**config.mk**
```make
export PLATFORM = sky130hd
export DESIGN_NAME = touch_gesture_classifier
export DESIGN_NICKNAME = d
export VERILOG_FILES = /design/src/hw/rtl/tg_pkg.sv /design/src/hw/rtl/tg_classify.sv /design/src/hw/rtl/tg_track.sv /design/src/hw/rtl/touch_gesture_classifier.sv
export SDC_FILE = /design/constraint.sdc
export NUM_CORES = 1
export LEC_CHECK = 0
export ABC_AREA = 1
export BUFFER_PORTS_ARGS = -buffer_cell sky130_fd_sc_hd__buf_4
export CORE_AREA = 3 3 137 139
export DETAILED_ROUTE_END_ITERATION = 6
export DIE_AREA = 0 0 140 142
export GPL_TIMING_DRIVEN = 0
export PLACE_DENSITY_LB_ADDON = 0.3
export SYNTH_ARGS = -nofsm -noshare
export SYNTH_HDL_FRONTEND = slang
export SYNTH_SLANG_ARGS = --single-unit
```
**constraint.sdc**
```tcl
create_clock -name clk -period 10.22 [get_ports clk]
set_input_delay 0.511 -clock clk [delete_from_list [all_inputs] [get_ports clk]]
set_output_delay 0.511 -clock clk [all_outputs]
set_load 0.02 [all_outputs]
```
**src/hw/rtl/tg_pkg.sv**
```systemverilog
// Shared types and constants for the touch gesture classifier.
// Holds the sample and event payload structs, the mode and event codes
// and the register indexes. No dependencies.
`timescale 1ns / 1ps
`default_nettype none

package tg_pkg;

  localparam int CoordBits = 10;
  localparam int CountBits = 4;
  localparam int KindBits  = 3;
  localparam int SwipeMin  = 10;
  localparam int LenientTol = 3;

  typedef logic [CoordBits-1:0] coord_t;

  typedef struct packed {
    logic [CountBits-1:0] point_count;
    coord_t               touch_x;
    coord_t               touch_y;
    logic                 invalidate;
  } tg_in_t;

  typedef struct packed {
    logic [KindBits-1:0] event_kind;
    coord_t              event_x;
    coord_t              event_y;
  } tg_out_t;

  typedef struct packed {
    logic hw_ok;
    logic lenient_click;
  } tg_cfg_t;

  typedef enum logic [2:0] {
    MODE_IDLE    = 3'b001,
    MODE_ACTIVE  = 3'b010,
    MODE_INVALID = 3'b100
  } mode_t;

  typedef enum logic [KindBits-1:0] {
    EV_CLICK       = 3'd0,
    EV_SWIPE_UP    = 3'd1,
    EV_SWIPE_DOWN  = 3'd2,
    EV_SWIPE_LEFT  = 3'd3,
    EV_SWIPE_RIGHT = 3'd4
  } event_kind_t;

  typedef enum logic {
    REG_HW_OK         = 1'b0,
    REG_LENIENT_CLICK = 1'b1
  } reg_index_t;

endpackage

`default_nettype wire

```
**src/hw/rtl/tg_classify.sv**
```systemverilog
// Gesture classification from the start and last positions.
// Pure combinational; depends on tg_pkg.
`timescale 1ns / 1ps
`default_nettype none

module tg_classify (
  input  tg_pkg::coord_t      start_x,
  input  tg_pkg::coord_t      start_y,
  input  tg_pkg::coord_t      last_x,
  input  tg_pkg::coord_t      last_y,
  input  logic                lenient_click,
  output logic                hit,
  output tg_pkg::event_kind_t kind
);
  import tg_pkg::*;

  coord_t               ax;
  coord_t               ay;
  logic [CoordBits:0]   ax2;
  logic [CoordBits:0]   ay2;
  coord_t               tol;
  logic                 is_click;
  logic                 is_vert;
  logic                 is_horz;

  assign ax  = (last_x >= start_x) ? last_x - start_x : start_x - last_x;
  assign ay  = (last_y >= start_y) ? last_y - start_y : start_y - last_y;
  assign ax2 = {ax, 1'b0};
  assign ay2 = {ay, 1'b0};
  assign tol = lenient_click ? CoordBits'(LenientTol) : '0;

  assign is_click = (ax <= tol) && (ay <= tol);
  assign is_vert  = (ay >= CoordBits'(SwipeMin)) && (ax2 <= {1'b0, ay});
  assign is_horz  = (ax >= CoordBits'(SwipeMin)) && (ay2 <= {1'b0, ax});

  always_comb begin
    hit  = 1'b1;
    kind = EV_CLICK;
    if (is_click) begin
      kind = EV_CLICK;
    end else if (is_vert) begin
      kind = (last_y < start_y) ? EV_SWIPE_UP : EV_SWIPE_DOWN;
    end else if (is_horz) begin
      kind = (last_x < start_x) ? EV_SWIPE_LEFT : EV_SWIPE_RIGHT;
    end else begin
      hit = 1'b0;
    end
  end

endmodule

`default_nettype wire

```
**src/hw/rtl/tg_track.sv**
```systemverilog
// Gesture state tracking: mode, start and previous positions.
// Steps once per processed sample while hw_ok is set; depends on tg_pkg and tg_classify.
`timescale 1ns / 1ps
`default_nettype none

module tg_track (
  input  logic            clk,
  input  logic            rst,
  input  logic            fire,
  input  tg_pkg::tg_in_t  sample,
  input  tg_pkg::tg_cfg_t cfg,
  output logic            res_valid,
  output tg_pkg::tg_out_t res
);
  import tg_pkg::*;

  mode_t       mode;
  mode_t       mode_next;
  coord_t      start_x;
  coord_t      start_y;
  coord_t      prev_x;
  coord_t      prev_y;
  logic        hit;
  event_kind_t kind;
  logic        step;

  tg_classify u_classify (
    .start_x       (start_x),
    .start_y       (start_y),
    .last_x        (prev_x),
    .last_y        (prev_y),
    .lenient_click (cfg.lenient_click),
    .hit           (hit),
    .kind          (kind)
  );

  assign step = fire && cfg.hw_ok;

  always_comb begin
    mode_next = mode;
    res_valid = 1'b0;
    if (sample.invalidate) begin
      mode_next = MODE_INVALID;
    end else if (sample.point_count == CountBits'(1) && mode == MODE_IDLE) begin
      mode_next = MODE_ACTIVE;
    end else if (sample.point_count > CountBits'(1)) begin
      mode_next = MODE_INVALID;
    end else if (sample.point_count == '0 && mode != MODE_IDLE) begin
      // Only an active gesture yields an event; an invalid one just ends.
      res_valid = (mode == MODE_ACTIVE) && hit && step;
      mode_next = MODE_IDLE;
    end
  end

  assign res.event_kind = kind;
  assign res.event_x    = start_x;
  assign res.event_y    = start_y;

  always_ff @(posedge clk) begin
    if (rst) begin
      mode    <= MODE_IDLE;
      start_x <= '0;
      start_y <= '0;
      prev_x  <= '0;
      prev_y  <= '0;
    end else if (step) begin
      mode   <= mode_next;
      prev_x <= sample.touch_x;
      prev_y <= sample.touch_y;
      if (mode == MODE_IDLE && mode_next == MODE_ACTIVE) begin
        start_x <= sample.touch_x;
        start_y <= sample.touch_y;
      end
    end
  end

  a_res_only_active: assert property (@(posedge clk) disable iff (rst)
    res_valid |-> (mode == MODE_ACTIVE && step))
    else $error("event raised outside an active gesture");

  a_inval_sticks: assert property (@(posedge clk) disable iff (rst)
    (step && sample.invalidate) |=> (mode == MODE_INVALID))
    else $error("invalidate did not mark the gesture invalid");

  a_hold_when_off: assert property (@(posedge clk) disable iff (rst)
    (fire && !cfg.hw_ok) |=> (mode == $past(mode)))
    else $error("mode changed while samples are ignored");

endmodule

`default_nettype wire

```
**src/hw/rtl/touch_gesture_classifier.sv**
```systemverilog
// Top level of the touch gesture classifier: sample register, config
// registers and event output register. Depends on tg_pkg and tg_track.
//
//   channel | signals                          | direction | payload
//   in      | in_valid, in_stall, in_data      | sink      | tg_in_t sample
//   out     | out_valid, out_stall, out_data   | source    | tg_out_t event
//   cfg     | cfg_valid, cfg_ready, cfg_index, | sink      | hw_ok, lenient_click
//           | cfg_data                         |           |
//
// One sample per cycle sustained while no pending event is stalled; each
// sample is held in the input register and classified into the output
// register, with state update and classification combinational between.
// Reset (synchronous) empties both registers, sets hw_ok, clears
// lenient_click and returns the mode to idle. A pending event held by
// out_stall stops processing, and in_stall then rises only once the input register is also occupied.
`timescale 1ns / 1ps
`default_nettype none

module touch_gesture_classifier (
  input  logic            clk,
  input  logic            rst,
  input  logic            in_valid,
  output logic            in_stall,
  input  tg_pkg::tg_in_t  in_data,
  output logic            out_valid,
  input  logic            out_stall,
  output tg_pkg::tg_out_t out_data,
  input  logic            cfg_valid,
  output logic            cfg_ready,
  input  logic            cfg_index,
  input  logic            cfg_data
);
  import tg_pkg::*;

  tg_in_t  sample;
  logic    sample_valid;
  logic    fire;
  logic    accept;
  tg_cfg_t cfg;
  logic    res_valid;
  tg_out_t res;

  // The held sample moves on when the output register is free or emptying.
  assign fire      = sample_valid && (!out_valid || !out_stall);
  assign in_stall  = sample_valid && !fire;
  assign accept    = in_valid && !in_stall;
  assign cfg_ready = 1'b1;

  always_ff @(posedge clk) begin
    if (rst) begin
      sample_valid <= 1'b0;
    end else begin
      sample_valid <= accept || (sample_valid && !fire);
    end
  end

  always_ff @(posedge clk) begin
    if (accept) begin
      sample <= in_data;
    end
  end

  always_ff @(posedge clk) begin
    if (rst) begin
      cfg.hw_ok         <= 1'b1;
      cfg.lenient_click <= 1'b0;
    end else if (cfg_valid && cfg_ready) begin
      case (reg_index_t'(cfg_index))
        REG_HW_OK:         cfg.hw_ok         <= cfg_data;
        REG_LENIENT_CLICK: cfg.lenient_click <= cfg_data;
        default: ;
      endcase
    end
  end

  tg_track u_track (
    .clk       (clk),
    .rst       (rst),
    .fire      (fire),
    .sample    (sample),
    .cfg       (cfg),
    .res_valid (res_valid),
    .res       (res)
  );

  always_ff @(posedge clk) begin
    if (rst) begin
      out_valid <= 1'b0;
    end else if (fire) begin
      out_valid <= res_valid;
    end else if (!out_stall) begin
      out_valid <= 1'b0;
    end
  end

  always_ff @(posedge clk) begin
    if (fire && res_valid) begin
      out_data <= res;
    end
  end

  a_no_overwrite: assert property (@(posedge clk) disable iff (rst)
    (out_valid && out_stall) |-> !fire)
    else $error("pending event overwritten while stalled");

  a_sample_held: assert property (@(posedge clk) disable iff (rst)
    (sample_valid && !fire) |=> (sample_valid && $stable(sample)))
    else $error("unprocessed sample lost");

  a_stall_needs_sample: assert property (@(posedge clk) disable iff (rst)
    in_stall |-> (sample_valid && out_valid && out_stall))
    else $error("input stalled without cause");

endmodule

`default_nettype wire
```
## After elaboration in Yosys (flattened, before gate mapping)

Index checks and enable logic that the tools add are counted.

| storage, ports and cells | value |
|---|---|
| word-level logic and storage cells | 81 |
| memories | 0 |
| register bits after elaboration | 95 |
| memory bits (read-only) | 0 |
| bits in latches | 0 |
| RAM bits | 0 |
| output and inout bits | 26 |

| cells by class | value |
|---|---|
| muxes and demuxes | 20 |
| magnitude comparators | 11 |
| add/sub/neg operators | 4 |
| $mul | 0 |
| equality and inequality tests | 6 |
| bitwise logic cells | 1 |
| divide/modulo/power cells | 0 |
| shift-type cells | 0 |
| reductions and logical operators | 23 |

Operators by type and width:

| operator | count |
|---|---|
| 10-bit subtractor | 4 |
| 11-bit by 10-bit less-or-equal comparator with 1-bit output | 2 |
| 3-bit 2-to-1 mux | 7 |
| 10-bit greater-or-equal comparator | 2 |
| 10-bit by 4-bit greater-or-equal comparator with 1-bit output, second input constant | 2 |
| 10-bit by 2-bit less-or-equal comparator with 1-bit output | 2 |
| 10-bit < comparator | 2 |
| 10-bit 2-to-1 mux | 2 |
| 1-bit logical AND | 13 |
| 1-bit 2-to-1 mux | 9 |
| 3-bit by 2-bit equality test with 1-bit output, second input constant | 2 |
| 2-bit AND reduction | 3 |
| 4-bit by 1-bit equality test with 1-bit output, second input constant | 1 |
| 4-bit by 1-bit > comparator with 1-bit output, second input constant | 1 |
| 1-bit logical NOT | 4 |
| 4-bit logical NOT | 1 |
| 2-bit 2-to-1 mux | 2 |
| 3-bit by 1-bit equality test with 1-bit output, second input constant | 1 |
| 3-bit by 1-bit inequality test with 1-bit output, second input constant | 1 |
| 1-bit logical OR | 2 |
| 2-bit by 1-bit inequality test with 1-bit output, second input constant | 1 |
| 1-bit inverter | 1 |

## Logic depth before layout (Yosys ltp)

Gate-level depths: netlist (run 1).

| depth | value |
|---|---|
| word-level depth | 14 |
| mapped depth | 25 |

## Hierarchy

From an unflattened synthesis (run 1), not the netlist that was laid out.

| second synthesis, totals | value |
|---|---|
| cell total of the unflattened synthesis | 839 |
| area total of the unflattened synthesis | 6508.7 sq um |

Modules (own cells, without submodules):

| module | cells each | sequential area each (sq um) | times used | area an instance (sq um) |
|---|---|---|---|---|
| tg_classify | 545 | 0.0 | 1 | 3160.5 |
| tg_track | 215 | 860.8 | 1 | 1711.6 |
| touch_gesture_classifier | 79 | 1521.5 | 1 | 1636.6 |

## Worst setup path before layout (run 1)

Ideal clock, no wire load.

| path | value |
|---|---|
| kind | flip-flop to flip-flop |
| start | register u_track.start_y[8] |
| end | register out_data[0] (netlist name) (enable) |
| cell stages (with the launch flop) | 21 |
| buffers on the path | 1 |
| arrival time | 3.112 ns |
| library setup time | 0.378 ns |
| required time | 9.842 ns |
| period minus slack after synthesis | 3.490 ns |
| slack | 6.730 ns |
| cell sequence | dfxtp_1 -> inv_1 -> ha_1 -> buf_6 -> nand2_4 -> inv_2 -> a21oi_4 -> nand4_4 -> inv_1 -> nand2_1 -> o21ai_1 -> ha_1 -> a21oi_1 -> a21oi_1 -> a211oi_1 -> nand3_1 -> nor2_1 -> nand3_1 -> nand3_2 -> nand2_2 -> inv_1 |

| on the way | value |
|---|---|
| word-level cells in the longest chain between the ends | 14 |
| elaborated cells on any way between the ends | 21 |

Ends and longest elaborated chain:

| what | RTL line | RTL |
|---|---|---|
| start, declared | tg_track.sv:20 | `coord_t start_y;` |
| start signal, assigned | tg_track.sv:72 | `start_y <= sample.touch_y;` |
| 10-bit subtractor / 10-bit greater-or-equal comparator (equally long branches) | tg_classify.sv:27 | `assign ay = (last_y >= start_y) ? last_y - start_y : start_y - last_y;` |
| 10-bit 2-to-1 mux (*) | tg_classify.sv:27 |  |
| 11-bit by 10-bit less-or-equal comparator with 1-bit output | tg_classify.sv:34 | `assign is_horz = (ax >= CoordBits'(SwipeMin)) && (ay2 <= {1'b0, ax});` |
| 1-bit logical AND | tg_classify.sv:34 |  |
| 1-bit 2-to-1 mux | tg_classify.sv:43 | `end else if (is_horz) begin` |
| 1-bit 2-to-1 mux | tg_classify.sv:41 | `end else if (is_vert) begin` |
| 1-bit 2-to-1 mux (*) | tg_classify.sv:39 | `if (is_click) begin` |
| 1-bit logical AND (*) (2 in series) | tg_track.sv:50 | `res_valid = (mode == MODE_ACTIVE) && hit && step;` |
| 1-bit 2-to-1 mux (*) | tg_track.sv:48 | `end else if (sample.point_count == '0 && mode != MODE_IDLE) begin` |
| 1-bit 2-to-1 mux (*) | tg_track.sv:46 | `end else if (sample.point_count > CountBits'(1)) begin` |
| 1-bit 2-to-1 mux (*) | tg_track.sv:44 | `end else if (sample.point_count == CountBits'(1) && mode == MODE_IDLE) begin` |
| 1-bit 2-to-1 mux (*) | tg_track.sv:42 | `if (sample.invalidate) begin` |
| 1-bit logical AND (*) | touch_gesture_classifier.sv:97 | `if (fire && res_valid) begin` |
| end signal, assigned | touch_gesture_classifier.sv:98 | `out_data <= res;` |
| end, declared | touch_gesture_classifier.sv:27 | `output tg_pkg::tg_out_t out_data,` |

Every way passes the cells marked *; elsewhere a longest branch is shown, timed or not.
A chain may end at the register's enable or synchronous reset.

## Worst setup path after layout (run 1)

| path | value |
|---|---|
| start | register u_track.start_x[8] |
| end | register out_data[11] (netlist name) (enable) |

| on the way | value |
|---|---|
| word-level cells in the longest chain between the ends | 14 |
| elaborated cells on any way between the ends | 21 |

Ends and longest elaborated chain:

| what | RTL line | RTL |
|---|---|---|
| start, declared | tg_track.sv:19 | `coord_t start_x;` |
| start signal, assigned | tg_track.sv:71 | `start_x <= sample.touch_x;` |
| 10-bit subtractor / 10-bit greater-or-equal comparator (equally long branches) | tg_classify.sv:26 | `assign ax = (last_x >= start_x) ? last_x - start_x : start_x - last_x;` |
| 10-bit 2-to-1 mux (*) | tg_classify.sv:26 |  |
| 11-bit by 10-bit less-or-equal comparator with 1-bit output / 10-bit by 4-bit greater-or-equal comparator with 1-bit output (equally long branches) | tg_classify.sv:34 |  |
| 1-bit logical AND | tg_classify.sv:34 |  |
| 1-bit 2-to-1 mux | tg_classify.sv:43 |  |
| 1-bit 2-to-1 mux | tg_classify.sv:41 |  |
| 1-bit 2-to-1 mux (*) | tg_classify.sv:39 |  |
| 1-bit logical AND (*) (2 in series) | tg_track.sv:50 |  |
| 1-bit 2-to-1 mux (*) | tg_track.sv:48 |  |
| 1-bit 2-to-1 mux (*) | tg_track.sv:46 |  |
| 1-bit 2-to-1 mux (*) | tg_track.sv:44 |  |
| 1-bit 2-to-1 mux (*) | tg_track.sv:42 |  |
| 1-bit logical AND (*) | touch_gesture_classifier.sv:97 |  |

Marked as above.

==> results of run 1 <==
[synth_stat cells, types with 5 or more instances]
master	count	area share, %
sky130_fd_sc_hd__nand2_1	160	9.7
sky130_fd_sc_hd__inv_1	116	7.1
sky130_fd_sc_hd__a21oi_1	81	6.6
sky130_fd_sc_hd__ha_1	58	12
sky130_fd_sc_hd__o21ai_0	54	4.4
sky130_fd_sc_hd__edfxtp_1	48	23
sky130_fd_sc_hd__dfxtp_1	47	15
sky130_fd_sc_hd__nand3_1	41	3.3
sky130_fd_sc_hd__nor2_1	34	2.1
sky130_fd_sc_hd__xor2_1	21	3.0
sky130_fd_sc_hd__clkbuf_1	12	0.73
sky130_fd_sc_hd__nand2_2	11	1.1
sky130_fd_sc_hd__nand4_1	10	1.0
sky130_fd_sc_hd__buf_4	6	0.73
sky130_fd_sc_hd__nand3_2	6	0.97
sky130_fd_sc_hd__nor3_1	6	0.49
sky130_fd_sc_hd__buf_6	5	0.91
sky130_fd_sc_hd__o21ai_2	5	0.71
[power groups by stage]
stage               registers (µW)  logic (µW)  clock network, µW
floorplan                      433         359                  0
global placement               435         460                  0
detailed placement             435         466                  0
CTS                            427         468                355
global route                   429         535                370
finish                         427         471                344
[stage by stage]
stage / total power [µW] / hold slack [ns]
final: 1240 / 0.336
after global routing: 1330 / 0.326
after CTS: 1250 / 0.323
after detailed placement: 901 / 0.442
after global placement: 895 / 0.431
after floorplan: 792 / 0.408
[worst max-delay path: cells and delay by family (launching register included)]
| kind | cells | cell delay, ns |
|---|---|---|
| DFF | 1 | 0.43 |
| and+or+nand+nor | 9 | 1.09 |
| AOI/OAI and AO/OA | 3 | 0.78 |
| buffers and inverters | 4 | 1.12 |
| adders and majority gates | 2 | 0.74 |
[sequential cells by signal, summed over array words and instances, names as in the netlist]
signal,flops
u_track.mode,3
cfg,2
sample_valid,1
out_data,23
sample,25
u_track.start_y,10
u_track.prev_x,10
out_valid,1
u_track.start_x,10
u_track.prev_y,10
[cell type report]
| type | count | area (µm²) | share of cell area, % |
|---|---|---|---|
| repair buffers | 56 | 420 | 5.86 |
| multi-input cells | 527 | 3190 | 44.4 |
| clock inverters | 6 | 66.3 | 0.924 |
| plain buffers | 25 | 156 | 2.18 |
| well taps | 229 | 287 | 3.99 |
| flip-flops and latches | 95 | 2380 | 33.2 |
| clock buffers | 10 | 229 | 3.19 |
| inverters | 120 | 450 | 6.28 |
[metal layers]
metal  vias to the layer above  routed length [µm]  share of wire (%)  global-route usage [%]
met5                         -                   0                  0                       0
met2                       106                6320                 43                    23.3
met1                      2290                7560                 51                    22.2
li1                       2647                   -                  -                       -
met4                         0                 245                1.7                    5.25
met3                        15                 560                3.8                    1.71
[path summary, 6_finish.rpt]
| check | to | cells past startpoint | start |
|---|---|---|---|
| setup reg to reg | out_data[11] | 18 | u_track.start_x[8] |
| hold / removal | sample[24] | 1 | in_data[24] |
| setup / recovery | out_data[11] | 18 | u_track.start_x[8] |
| hold reg to reg | out_data[9] | 0 | u_track.start_y[9] |
[logic make-up after synthesis]
kind of cell / count (synthesis) / synth area share (%)
DFF: 95 / 38.6
buffers and inverters: 145 / 9.83
other: 1 / 0.0607
adders and majority gates: 62 / 13.0
xor gates and xnor gates: 24 / 3.40
and+or+nand+nor: 280 / 20.7
AOI/OAI and AO/OA: 160 / 14.3
[placed cells by master (no fill, tap or decap), types with 21 or more instances in the layout]
master / n
sky130_fd_sc_hd__nand2_1: 160
sky130_fd_sc_hd__inv_1: 116
sky130_fd_sc_hd__a21oi_1: 81
sky130_fd_sc_hd__buf_4: 62
sky130_fd_sc_hd__ha_1: 58
sky130_fd_sc_hd__o21ai_0: 54
sky130_fd_sc_hd__edfxtp_1: 48
sky130_fd_sc_hd__dfxtp_1: 47
sky130_fd_sc_hd__nand3_1: 41
sky130_fd_sc_hd__nor2_1: 34
sky130_fd_sc_hd__xor2_1: 21
==> impl_metrics.py, run 1 <==
metrics = {
    "power_and_ir_drop": {
        "power_switching_share_pct": 37.3,
        "p_switching_uw": 463,
        "p_per_area_nw_per_um2": 173,
        "ir_drop_mv": 0.0817,
        "power.share.clock_pct": 27.7,
        "power.share.sequential_pct": 34.3,
        "leakage_uw": 0.00330,
        "pwr-share-comb_pct": 37.9,
        "internal_dissipation_uw": 779,
    },
    "place": {
        "place.port_buffers": 56,
        "detailedPlacementHpwl_um": 11600,
        "placed_cells": 1052,
        "gp_congestion": 0.854,
        "pre_cts_setup_slack_ns": 5.63,
        "placed_cell_area_um2": 6880,
    },
    "finish": {
        "fin_area_um2": 7180,
        "drive_gt1_share_pct": 15.0,
        "finish.cell_count_without_fillers": 1068,
        "nNetsFinal": 928,
        "layout-area-overhead-vs-synth_pct": 16.2,
        "core_utilization_of_the_finished_layout_pct": 40.4,
        "fillCellCount": 1874,
        "num_antenna_cells": 0,
    },
    "yosys": {
        "syn_nets": 861,
        "post_synth_inst_count": 767,
        "post_synth_edffs": 48,
        "yosys_register_bits": 95,
        "synth-async-reset-ratio_pct": 0,
        "synthDistinctLibCells": 43,
        "postSynth.topFlopCell": "sky130_fd_sc_hd__edfxtp_1",
        "synth_seq_area_share_pct": 38.6,
        "yosys_synthesis_warning_count": 0,
        "syn-mean-instance-area_um2": 8.05,
        "synth_area_um2": 6180,
    },
    "clock_network": {
        "clock_path_buffers": 2,
        "post_cts_hold_buffer_count": 0,
        "cts.sink_count": 95,
        "cts_resized": 0,
        "tritoncts.num_buffers": 9,
        "cts-root-buf": "sky130_fd_sc_hd__clkbuf_16",
        "postCtsSetupBuffers": 0,
        "cts_tree": "built",
        "clkTransAtPathRegs_ns": 0.08,
        "cts_max_level": 3,
        "clock_latency_ns": 0.35,
    },
    "timing": {
        "finalMaxSlewViolations": 0,
        "final_critical_path_setup_slack_ns": 5.66,
        "max_slew.worst_pin.slew_ns": 1.20,
        "timing.final.crit_share_pct": 44.6,
        "rsz0062_at_grt": "no",
        "timing_hold_violations_final": 0,
        "fin_crit_ns": 4.56,
        "setup_viol_count_final": 0,
        "tns_ns": 0,
        "fin_worst_skew_ns": 0.0105,
        "timing.fmax_mhz": 219,
        "max_slew_margin_pct": 20.0,
    },
    "floorplanning": {
        "start_util_pct": 34.7,
        "core_region_area_um2": 17800,
        "fp-row-count": 49,
        "die_y_um": 142,
        "io_pins": 58,
        "die-width_um": 140,
        "die-area_um2": 19900,
    },
    "critical_path": {
        "worstSetupPathType": "reg -> reg",
        "timing.critical_path.fanout_max": 23,
        "critical_path_arrival_ns": 4.52,
        "crit_path_capture_type": "register",
        "crit_path_top_delay_cell": "sky130_fd_sc_hd__inv_1",
        "critical_path.max_stage_delay_ns": 0.87,
        "reg2reg_slack_ns": 5.66,
        "start_kind": "register",
        "crit_chain": "inv_1, ha_1, nand2_1, nor2_1, nand3_1, nand4_2, inv_2, o21ai_0, ha_1, inv_1, o21bai_1, a211oi_1, nand3_1, nor2_1, nand3_1, nand3_2, nand2_2, inv_1",
        "worstPathRequired_ns": 10.18,
    },
    "flow_run": {
        "drv.max_cap_violation_count": 0,
    },
    "grt": {
        "grt_overflow_total": 0,
        "first_global_vias": 4819,
        "grt_pass1_wl_um": 24400,
        "globalRouteTotalUtil_pct": 15.2,
        "grt_antenna_before_repair": 0,
        "grt_max_degree": 26,
    },
    "route": {
        "route.vias.total": 5058,
        "wl_per_cell_um": 13.8,
        "drt_iter0_markers": 353,
        "number_of_optimization_iterations_in_the_first_detailed_route_pass": 5,
        "routed_wirelength_um": 14700,
        "routed_via_density": 4.74,
        "post-route-drc-count": 0,
        "drtAntennaViolNets": 0,
    },
    "run_status": {
        "outcome": "complete, no violations",
    },
    "worst_hold_path": {
        "hold_path_class": "in -> reg",
    },
}
Power figures use the tool's default switching activity.
==> run 2, diff against run 1 <==
- clock period: 10.22 -> 4.7 ns (I/O delays scaled with it)
==> impl_metrics.py, run 2 (synthesis gave the netlist of run 1 again) <==
metrics = {
    "run_status": {
        "outcome": "complete, no violations",
    },
    "clock_network": {
        "cts-root-buf": "sky130_fd_sc_hd__clkbuf_16",
        "cts_max_level": 3,
        "clkTransAtPathRegs_ns": 0.07,
        "clock_path_buffers": 2,
        "clock_latency_ns": 0.36,
        "cts_tree": "built",
        "tritoncts.num_buffers": 9,
        "postCtsSetupBuffers": 0,
        "cts.sink_count": 95,
    },
    "floorplanning": {
        "die-width_um": 140,
        "io_pins": 58,
        "core_region_area_um2": 17800,
        "fp-row-count": 49,
        "die-area_um2": 19900,
        "start_util_pct": 34.7,
        "die_y_um": 142,
    },
    "timing": {
        "timing_hold_violations_final": 0,
        "max_slew.worst_pin.slew_ns": 1.00,
        "rsz0062_at_grt": "no",
        "timing.fmax_mhz": 243,
        "final.hold.worst_slack_ns": 0.0571,
        "setup_viol_count_final": 0,
        "fin_crit_ns": 4.11,
        "finalMaxSlewViolations": 0,
        "fin_worst_skew_ns": 0.0114,
        "timing.final.crit_share_pct": 87.5,
        "max_slew_margin_pct": 33.0,
        "tns_ns": 0,
    },
    "grt": {
        "first_global_vias": 4819,
        "grt_max_degree": 26,
        "grt_overflow_total": 0,
        "grt_pass1_wl_um": 24400,
        "globalRouteTotalUtil_pct": 15.2,
        "grt_antenna_before_repair": 0,
    },
    "critical_path": {
        "timing.critical_path.fanout_max": 11,
        "reg2reg_slack_ns": 0.59,
        "critical_path_arrival_ns": 4.10,
        "worstSetupPathType": "reg -> reg",
        "cp-startpoint": "u_track.start_x[5]",
        "rr_worst_depth": 21,
        "start_kind": "register",
        "crit_path_capture_type": "register",
        "r2r_end": "out_data[16]",
        "worstPathRequired_ns": 4.68,
        "r2r_start": "u_track.start_x[5]",
    },
    "power_and_ir_drop": {
        "pwr-share-comb_pct": 37.9,
        "power.share.clock_pct": 27.8,
        "p_per_area_nw_per_um2": 376,
        "power.share.sequential_pct": 34.3,
        "internal_dissipation_uw": 1690,
        "p_switching_uw": 1010,
        "leakage_uw": 0.00329,
        "power_switching_share_pct": 37.3,
        "ir_drop_mv": 0.177,
    },
    "finish": {
        "registers.top_by_ff_count": "sample",
        "layout-area-overhead-vs-synth_pct": 16.4,
        "most-common-layout-cells": "sky130_fd_sc_hd__nand2_1, sky130_fd_sc_hd__inv_1, sky130_fd_sc_hd__a21oi_1, sky130_fd_sc_hd__buf_4, sky130_fd_sc_hd__ha_1",
        "finish.cell_count_without_fillers": 1069,
        "flip_flop_count_of_the_largest_register_after_layout": 25,
        "num_antenna_cells": 0,
        "multi_input_area_um2": 3190,
        "sequential_standard_cell_area_um2": 2380,
        "most_common_cell_after_layout_fill_and_taps_aside": "sky130_fd_sc_hd__nand2_1",
        "fillCellCount": 1871,
        "fin_area_um2": 7190,
        "nNetsFinal": 929,
        "drive_gt1_share_pct": 15.2,
        "reg.largest.list": "sample (25), out_data (23)",
    },
    "route": {
        "routed_via_density": 4.75,
        "route.vias.total": 5076,
        "number_of_optimization_iterations_in_the_first_detailed_route_pass": 7,
        "wl_per_cell_um": 13.9,
        "routed_wirelength_um": 14900,
        "drtAntennaViolNets": 0,
        "post-route-drc-count": 0,
        "drt_iter0_markers": 303,
    },
    "place": {
        "place.port_buffers": 56,
        "placed_cells": 1052,
        "detailedPlacementHpwl_um": 11600,
        "placed_cell_area_um2": 6880,
        "gp_congestion": 0.854,
    },
    "worst_hold_path": {
        "hold_start": "in_data[14]",
        "hold_end": "sample[14]",
        "hold_critical_path_depth": 1,
        "hold_path_class": "in -> reg",
    },
    "flow_run": {
        "drv.max_cap_violation_count": 0,
    },
}
run 2: power by group through the flow:
stage | combinational, µW | sequential (µW) | clock (µW)
CTS | 1020 | 928 | 772
global route | 1160 | 932 | 806
finish | 1020 | 928 | 751
floorplan | 781 | 941 | 0
global placement | 1000 | 945 | 0
detailed placement | 1010 | 946 | 0
run 2: metrics by stage:
stage               util (%)  setup WS (ns)  total power, µW
floorplan                  -           1.21             1720
global placement        38.7          0.126             1950
detailed placement      38.7          0.113             1960
CTS                     40.4         0.0514             2720
global route            40.4          0.157             2900
finish                  40.4          0.585             2700
run 2: worst max-delay path, cell delays in order, from the launching register on:
cell                         delay (ns)
sky130_fd_sc_hd__dfxtp_1           0.39
sky130_fd_sc_hd__inv_1             0.08
sky130_fd_sc_hd__ha_1              0.29
sky130_fd_sc_hd__buf_4             0.16
sky130_fd_sc_hd__a21oi_1           0.25
sky130_fd_sc_hd__nand3_1           0.21
sky130_fd_sc_hd__nand3_1           0.11
sky130_fd_sc_hd__nand3_1           0.08
sky130_fd_sc_hd__xor2_1            0.16
sky130_fd_sc_hd__nand2_1           0.07
sky130_fd_sc_hd__nand2_1           0.11
sky130_fd_sc_hd__inv_1             0.07
sky130_fd_sc_hd__ha_1              0.30
sky130_fd_sc_hd__nand3_1           0.06
sky130_fd_sc_hd__a21oi_1           0.24
sky130_fd_sc_hd__nand4_1           0.13
sky130_fd_sc_hd__nand3_1           0.08
sky130_fd_sc_hd__nand2_1           0.08
sky130_fd_sc_hd__nand2_2           0.13
sky130_fd_sc_hd__nand3_2           0.15
sky130_fd_sc_hd__nand2_2           0.18
sky130_fd_sc_hd__clkinvlp_4        0.39
run 2: repair_timing:
item / CTS / global route
hold buffers: 0 / 0
setup endpoints to repair: 0 / 23
resized for setup: 0 / 2
run 2: layer usage:
layer	global-route usage, %	wire length, µm	vias up	share of wire (%)
li1	-	-	2649	-
met1	22.2	7610	2309	51
met2	23.3	6480	103	44
met3	1.71	541	15	3.6
met4	5.25	243	0	1.6
met5	0	0	-	0
run 2: final cells by class:
| type | count | area share (%) |
|---|---|---|
| repair buffers | 56 | 5.85 |
| inverters | 120 | 6.32 |
| well taps | 229 | 3.99 |
| plain buffers | 25 | 2.18 |
| clock buffers | 10 | 3.18 |
| multi-input cells | 527 | 44.3 |
| repair inverters | 1 | 0.104 |
| flip-flops and latches | 95 | 33.1 |
| clock inverters | 6 | 0.922 |
run 2: worst max path at each step:
stage	endpoint	slack, ns	depth (start not counted)
6_report	out_data[16]	0.59	21
5_1_grt	out_data[12]	0.16	18
4_1_cts	out_data[11]	0.05	18
3_5_place_dp	out_data[20]	0.11	18
3_3_place_gp	out_data[3]	0.13	18
2_1_floorplan	out_data[0]	1.21	20
